### config.mk
export PLATFORM = sky130hd
export DESIGN_NAME = nearest_cylinder_request_scheduler_unit
export DESIGN_NICKNAME = d
export VERILOG_FILES = /design/src/ncs_pkg.sv /design/src/nearest_cylinder_request_scheduler_unit.sv
export SDC_FILE = /design/constraint.sdc
export NUM_CORES = 1
export LEC_CHECK = 0
export BUFFER_PORTS_ARGS = -buffer_cell sky130_fd_sc_hd__buf_4
export CORE_MARGIN = 2
export CORE_UTILIZATION = 35
export DETAILED_ROUTE_END_ITERATION = 10
export PLACE_DENSITY = 0.53
export REMOVE_ABC_BUFFERS = 1
export SLEW_MARGIN = 10
export SYNTH_ARGS = -nofsm -noshare
export SYNTH_HDL_FRONTEND = slang
export SYNTH_SLANG_ARGS = --single-unit
### constraint.sdc
create_clock -name clk -period 6.3 [get_ports clk]
set_clock_uncertainty 0.1 [all_clocks]
set_input_delay 1.89 -clock clk [delete_from_list [all_inputs] [get_ports clk]]
set_output_delay 1.89 -clock clk [all_outputs]
set_load 0.01 [all_outputs]
### src/ncs_pkg.sv
// package for the nearest-cylinder request scheduler
// field widths, operation codes, default sizes and the transfer structs
// no dependencies
`default_nettype none

package ncs_pkg;

	localparam int QUEUE_DEPTH_DEF   = 32;
	localparam int CYLINDER_BITS_DEF = 13;

	localparam int OP_W     = 2;
	localparam int SLOT_W   = 5;
	localparam int CYL_W    = 13;
	localparam int ACTIVE_W = 6;

	localparam logic [OP_W-1:0] OP_WRITE = 2'd0;
	localparam logic [OP_W-1:0] OP_HEAD  = 2'd1;
	localparam logic [OP_W-1:0] OP_SERVE = 2'd2;

	typedef struct packed {
		logic [OP_W-1:0]   op;
		logic [SLOT_W-1:0] slot;
		logic [CYL_W-1:0]  cylinder;
	} cmd_t;

	typedef struct packed {
		logic [SLOT_W-1:0] served_slot;
		logic [CYL_W-1:0]  served_cylinder;
		logic [CYL_W-1:0]  seek_distance;
	} result_t;

endpackage

`default_nettype wire

### src/nearest_cylinder_request_scheduler_unit.sv
// nearest-cylinder request scheduler, top level
// request table in a synchronous memory, head register, serve sequencer
// depends on ncs_pkg
// a write or set-head command gives no result
// a serve scans the first N table entries, N the active entry count, reading
// one table entry per cycle from the memory port
// the result shows for one cycle with done high; the receiver cannot stall
// reset: head position zero, active count one; table contents stay undefined
`default_nettype none

module nearest_cylinder_request_scheduler_unit #(
	parameter int QUEUE_DEPTH   = ncs_pkg::QUEUE_DEPTH_DEF,
	parameter int CYLINDER_BITS = ncs_pkg::CYLINDER_BITS_DEF
) (
	input  wire logic                          clk,
	input  wire logic                          arst_n,
	input  wire logic                          start,
	output logic                               busy,
	input  wire ncs_pkg::cmd_t                 cmd,
	output logic                               done,
	output ncs_pkg::result_t                   result,
	input  wire logic                          cfg_valid,
	output logic                               cfg_ready,
	input  wire logic [ncs_pkg::ACTIVE_W-1:0]  cfg_data
);

	localparam int IdxW  = (QUEUE_DEPTH > 1) ? $clog2(QUEUE_DEPTH) : 1;
	localparam int SlotW = ncs_pkg::SLOT_W;
	localparam int OutW  = ncs_pkg::CYL_W;
	localparam int CntW  = 9;

	typedef enum logic [3:0] {
		ST_IDLE   = 4'b0001,
		ST_SCAN   = 4'b0010,
		ST_DRAIN  = 4'b0100,
		ST_FINISH = 4'b1000
	} state_t;

	state_t                         state_q;
	logic [ncs_pkg::ACTIVE_W-1:0]   active_q;
	logic [CYLINDER_BITS-1:0]       head_q;
	logic [CYLINDER_BITS-1:0]       repl_q;
	logic [IdxW-1:0]                idx_q;
	logic [IdxW-1:0]                last_q;

	logic [CYLINDER_BITS-1:0]       mem [QUEUE_DEPTH];
	logic [CYLINDER_BITS-1:0]       rd_data_s1;
	logic [IdxW-1:0]                rd_idx_s1;
	logic                           rd_vld_s1;
	logic                           first_s1;

	logic [IdxW-1:0]                best_idx_q;
	logic [CYLINDER_BITS-1:0]       best_cyl_q;
	logic [CYLINDER_BITS-1:0]       best_dist_q;

	logic                           done_q;
	ncs_pkg::result_t               result_q;

	logic                           accept;
	logic [CYLINDER_BITS-1:0]       in_cyl;
	logic                           mem_we;
	logic [IdxW-1:0]                mem_wa;
	logic [CYLINDER_BITS-1:0]       mem_wd;
	logic [CYLINDER_BITS-1:0]       seek_d;
	logic [CntW-1:0]                cnt;

	assign busy      = (state_q != ST_IDLE);
	assign cfg_ready = 1'b1;
	assign accept    = start && !busy;
	assign in_cyl    = CYLINDER_BITS'(cmd.cylinder);
	assign done      = done_q;
	assign result    = result_q;

	// effective active count, clamped to 1..QUEUE_DEPTH
	always_comb begin
		cnt = CntW'(active_q);
		if (cnt == '0) begin
			cnt = CntW'(1);
		end
		if (cnt > CntW'(QUEUE_DEPTH)) begin
			cnt = CntW'(QUEUE_DEPTH);
		end
	end

	assign seek_d = (rd_data_s1 >= head_q) ? (rd_data_s1 - head_q) : (head_q - rd_data_s1);

	always_comb begin
		mem_we = 1'b0;
		mem_wa = IdxW'(cmd.slot);
		mem_wd = in_cyl;
		if (state_q == ST_FINISH) begin
			mem_we = 1'b1;
			mem_wa = best_idx_q;
			mem_wd = repl_q;
		end else if (accept && cmd.op == ncs_pkg::OP_WRITE
				&& 32'(cmd.slot) < QUEUE_DEPTH) begin
			mem_we = 1'b1;
		end
	end

	always_ff @(posedge clk) begin
		if (mem_we) begin
			mem[mem_wa] <= mem_wd;
		end
		rd_data_s1 <= mem[idx_q];
		rd_idx_s1  <= idx_q;
		first_s1   <= (idx_q == '0);
	end

	always_ff @(posedge clk or negedge arst_n) begin
		if (!arst_n) begin
			state_q   <= ST_IDLE;
			active_q  <= ncs_pkg::ACTIVE_W'(1);
			head_q    <= '0;
			idx_q     <= '0;
			rd_vld_s1 <= 1'b0;
			done_q    <= 1'b0;
		end else begin
			done_q    <= (state_q == ST_FINISH);
			rd_vld_s1 <= (state_q == ST_SCAN);
			if (cfg_valid && cfg_ready) begin
				active_q <= cfg_data;
			end
			case (state_q)
				ST_IDLE: begin
					idx_q <= '0;
					if (accept) begin
						if (cmd.op == ncs_pkg::OP_HEAD) begin
							head_q <= in_cyl;
						end else if (cmd.op == ncs_pkg::OP_SERVE) begin
							state_q <= ST_SCAN;
						end
					end
				end
				ST_SCAN: begin
					if (idx_q == last_q) begin
						state_q <= ST_DRAIN;
					end else begin
						idx_q <= idx_q + IdxW'(1);
					end
				end
				ST_DRAIN: begin
					state_q <= ST_FINISH;
				end
				ST_FINISH: begin
					head_q  <= best_cyl_q;
					idx_q   <= '0;
					state_q <= ST_IDLE;
				end
				default: begin
					state_q <= ST_IDLE;
				end
			endcase
		end
	end

	// serve bookkeeping, nearest-entry compare and result capture
	always_ff @(posedge clk) begin
		if (accept && cmd.op == ncs_pkg::OP_SERVE) begin
			repl_q <= in_cyl;
			last_q <= IdxW'(cnt - CntW'(1));
		end
		if (rd_vld_s1 && (first_s1 || seek_d < best_dist_q)) begin
			best_idx_q  <= rd_idx_s1;
			best_cyl_q  <= rd_data_s1;
			best_dist_q <= seek_d;
		end
		if (state_q == ST_FINISH) begin
			result_q.served_slot     <= SlotW'(best_idx_q);
			result_q.served_cylinder <= OutW'(best_cyl_q);
			result_q.seek_distance   <= OutW'(best_dist_q);
		end
	end

endmodule

`default_nettype wire
==> results_dict.tcl <==
set metrics [dict create \
    arrival_ps 5070 \
    syn_inst 1149 \
    worstSkewPairLatency_ps 600 \
    status "complete, no violations" \
    slew_headroom_pct 20.17 \
    setup-tns-final_ps 0 \
    synth_edf_count 496 \
    ios 64 \
    via_count 10790 \
    worst_pin_slew_ps 1195 \
    yosys.area.top_type_share_pct 68.05 \
    rsz0062_at_grt "no" \
    synth-seq-area-share_pct 73.23 \
    clock-root-buffer "clkbuf_16" \
    synth_xor_area_share_pct 0.8003 \
    yosys_warnings 0 \
    post_cts_buffers 0 \
    cts_buffer_depth 3 \
    synth.mux.area_fraction_pct 14.73 \
    clk_pin_slew_worst_paths_ps 60 \
    area_growth_pct 15.58 \
    grt_pass1_vias 10900 \
    synth_compound_gate_area_share_pct 3.201 \
    cts_sinks 545 \
    initial_core_util_pct 35.47 \
    grt-ovfl-total 0 \
    hold_buffers 0 \
    crit_path_max_incr_delay_ps 890 \
    place_hpwl_mm 30.65 \
    max_freq_mhz 201.7 \
    post-synth-top-area-cell "edfxtp_1" \
    vdd_ir_drop_max_mv 0.2018 \
    cts_resized 0 \
    end_kind "flop" \
    p_total_mw 7.703 \
    synth_fa_ha_area_share_pct 2.470 \
    diodes 0 \
    grt_pass1_wl_mm 72.35 \
    syn_avg_cell_area_sq_um 19.05 \
    fp.coreArea_sq_um 61710 \
    drc 0 \
    period_needed_ps 4957 \
    wire_per_inst_microns 22.85 \
    hp-class "reg2reg" \
    synthArstFlopShare_pct 5.505 \
    crit_type "reg2reg" \
    path_max_fanout 31 \
    grt_max_degree 63 \
    nets 1337 \
    maxCapViolCount 0 \
    cts_tree "yes" \
    place_inst 2045 \
    syn_area_sq_um 21890 \
    setup_viol 0 \
    synthTopCellsByArea "edfxtp_1, mux4_2, dfrtp_1" \
    synth_top_family_by_area "multiplexers" \
    cts_buffers 55 \
    drv_slew 0 \
    ant_nets 0 \
    avgViaCountPerCell 5.036 \
    antenna_found_initial 0 \
    post-route-period-util_pct 78.69 \
    drt_wl_total_mm 48.95 \
    synth_cell_types 57 \
    drt-initial-drc-count 756 \
    leakage_nw 8.354 \
    cp_cell_sequence "inv_1 -> ha_1 -> nor2b_1 -> o31a_1 -> o221ai_1 -> a21oi_2 -> nor2_4 -> mux2_2 -> ha_1 -> a21boi_0 -> o21a_1 -> o21ai_0 -> nand2b_1 -> a21oi_1 -> o21ai_0 -> a21oi_4" \
    htree_levels 2 \
    die-area_sq_um 64550 \
    place.gp.congestion 0.8526 \
    synthSimpleGateAreaFrac_pct 3.670 \
    die_y_microns 254.1 \
    power_density_nw_per_um2 304.5 \
    cpMaxStageDelayCell "a21oi_4" \
    rows 91 \
    finalHoldViolations 0 \
    layout.cells.non_filler 2142 \
    synth_ff_type "edfxtp_1" \
    io_buffer_count 62 \
    die_w_microns 254.1 \
    ff2ff_setup_slack_ps 1340 \
    dr.pass1.iters 5 \
    drive_gt1_share_pct 27.28 \
    crit_path_start_kind "flop" \
    ys_ff_latch 545 \
    grt_use_total_pct 15.44 \
    fill_cells 5527 \
    whs_ps 303.1 \
    required_ps 6410 \
]
path summary, 6_finish.rpt:
path | from | endpoint | cells past startpoint
setup / recovery | head_q[1]$_DFFE_PN0P_ | best_idx_q[3]$_DFFE_PP_ | 16
hold / removal | rd_idx_s1[2]$_DFF_P_ | best_idx_q[2]$_DFFE_PP_ | 0
setup reg to reg | head_q[1]$_DFFE_PN0P_ | best_idx_q[3]$_DFFE_PP_ | 16
hold reg to reg | rd_idx_s1[2]$_DFF_P_ | best_idx_q[2]$_DFFE_PP_ | 0
max in group asynchronous | arst_n | idx_q[1]$_DFFE_PN0P_ | 1
min in group asynchronous | arst_n | state_q[1]$_DFFE_PN0P_ | 1
cells by family after synthesis:
kind of cell,Yosys count
muxes,157
adders and majority gates,42
buffers and inverters,97
other,1
and+or+nand+nor,177
AOI/OAI and AO/OA,110
DFF,545
xor gates and xnor gates,20
critical path: cells and delay by family, from the launching register on:
kind            cells  cell delay (ps)
buf+inv             1              100
fa+ha+maj           2              580
compound gates      9             2410
mux                 1              400
flops               1              420
simple gates        3              530
cell usage in the layout, fill, tap and decap left out, types with 3 or more instances in the layout:
| cell | Yosys | final |
|---|---|---|
| edfxtp_1 | 496 | 496 |
| mux4_2 | 130 | 130 |
| buf_4 | 1 | 107 |
| nand2_1 | 79 | 74 |
| clkbuf_16 | 0 | 57 |
| inv_1 | 47 | 47 |
| nor2_1 | 47 | 44 |
| ha_1 | 40 | 40 |
| o21ai_0 | 31 | 31 |
| dfrtp_1 | 28 | 25 |
| mux2_2 | 21 | 21 |
| dfxtp_1 | 19 | 19 |
| a21oi_1 | 19 | 17 |
| clkbuf_1 | 23 | 16 |
| a21boi_0 | 14 | 14 |
| a21o_1 | 12 | 12 |
| xnor2_1 | 11 | 11 |
| xor2_1 | 9 | 9 |
| nand2b_1 | 8 | 8 |
| clkinv_2 | 0 | 8 |
| nand4_1 | 7 | 7 |
| a31oi_1 | 6 | 6 |
| nand3_1 | 6 | 6 |
| nor3_1 | 6 | 6 |
| mux2i_1 | 6 | 6 |
| nand3b_1 | 6 | 6 |
| clkinv_1 | 0 | 6 |
| nand2_2 | 0 | 5 |
| clkbuf_8 | 0 | 5 |
| o22ai_1 | 3 | 3 |
| or3_1 | 3 | 3 |
| o21a_1 | 3 | 3 |
| or2_2 | 3 | 3 |
| nor2_2 | 0 | 3 |
| o31ai_1 | 3 | 3 |
| o21bai_1 | 3 | 3 |
| bufinv_16 | 0 | 3 |
area by class of cell:
cell class	count	area [sq um]	area share [%]
Sequential cell	545	16040	63.39
Tap cell	837	1047	4.140
Multi-Input combinational cell	507	5488	21.69
Clock buffer	78	1555	6.148
Clock inverter	19	167.7	0.6627
Timing Repair Buffer	108	823.3	3.254
Inverter	48	180.2	0.7122
through the flow:
stage          setup WS, ps  instance area [sq um]  util, %
2_1_floorplan         562.3                  21660        -
3_3_place_gp           1336                  23560    38.18
3_5_place_dp           1325                  23560    38.18
4_1_cts                1286                  25290    40.97
5_1_grt                1005                  25300    40.99
6_report               1343                  25300    40.99
synth_stat cells, drive strengths merged (19+ instances only):
library cell	count
edfxtp	496
dfxtp	19
mux4	130
buf	26
dfrtp	28
clkbuf	23
ha	40
nor2	48
mux2	21
inv	48
o21ai	32
nand2	79
a21oi	20
registers in the layout, summed over array words and instances (netlist names):
register     count
repl_q          13
last_q           5
rd_idx_s1        5
done             1
first_s1         1
active_q         6
head_q          13
best_cyl_q      13
state_q          4
rd_data_s1      13
result          31
best_dist_q     13
idx_q            5
rd_vld_s1        1
mem            416
best_idx_q       5
power breakdown:
group | internal (mW) | total [mW] | switching (mW) | leakage, nW
sequential | 3.99 | 4.02 | 0.0264 | 5.00
clock | 1.83 | 3.15 | 1.32 | 0.841
combinational | 0.211 | 0.537 | 0.326 | 2.52
metal layers:
layer / vias up / share of wire (%) / track usage, %
met5: - / 0 / 0
met4: 0 / 1.9 / 3.815
met3: 64 / 4.7 / 2.479
met2: 256 / 46 / 23.75
met1: 5679 / 47 / 22.95
li1: 4789 / - / -
Power figures use the tool's default switching activity.
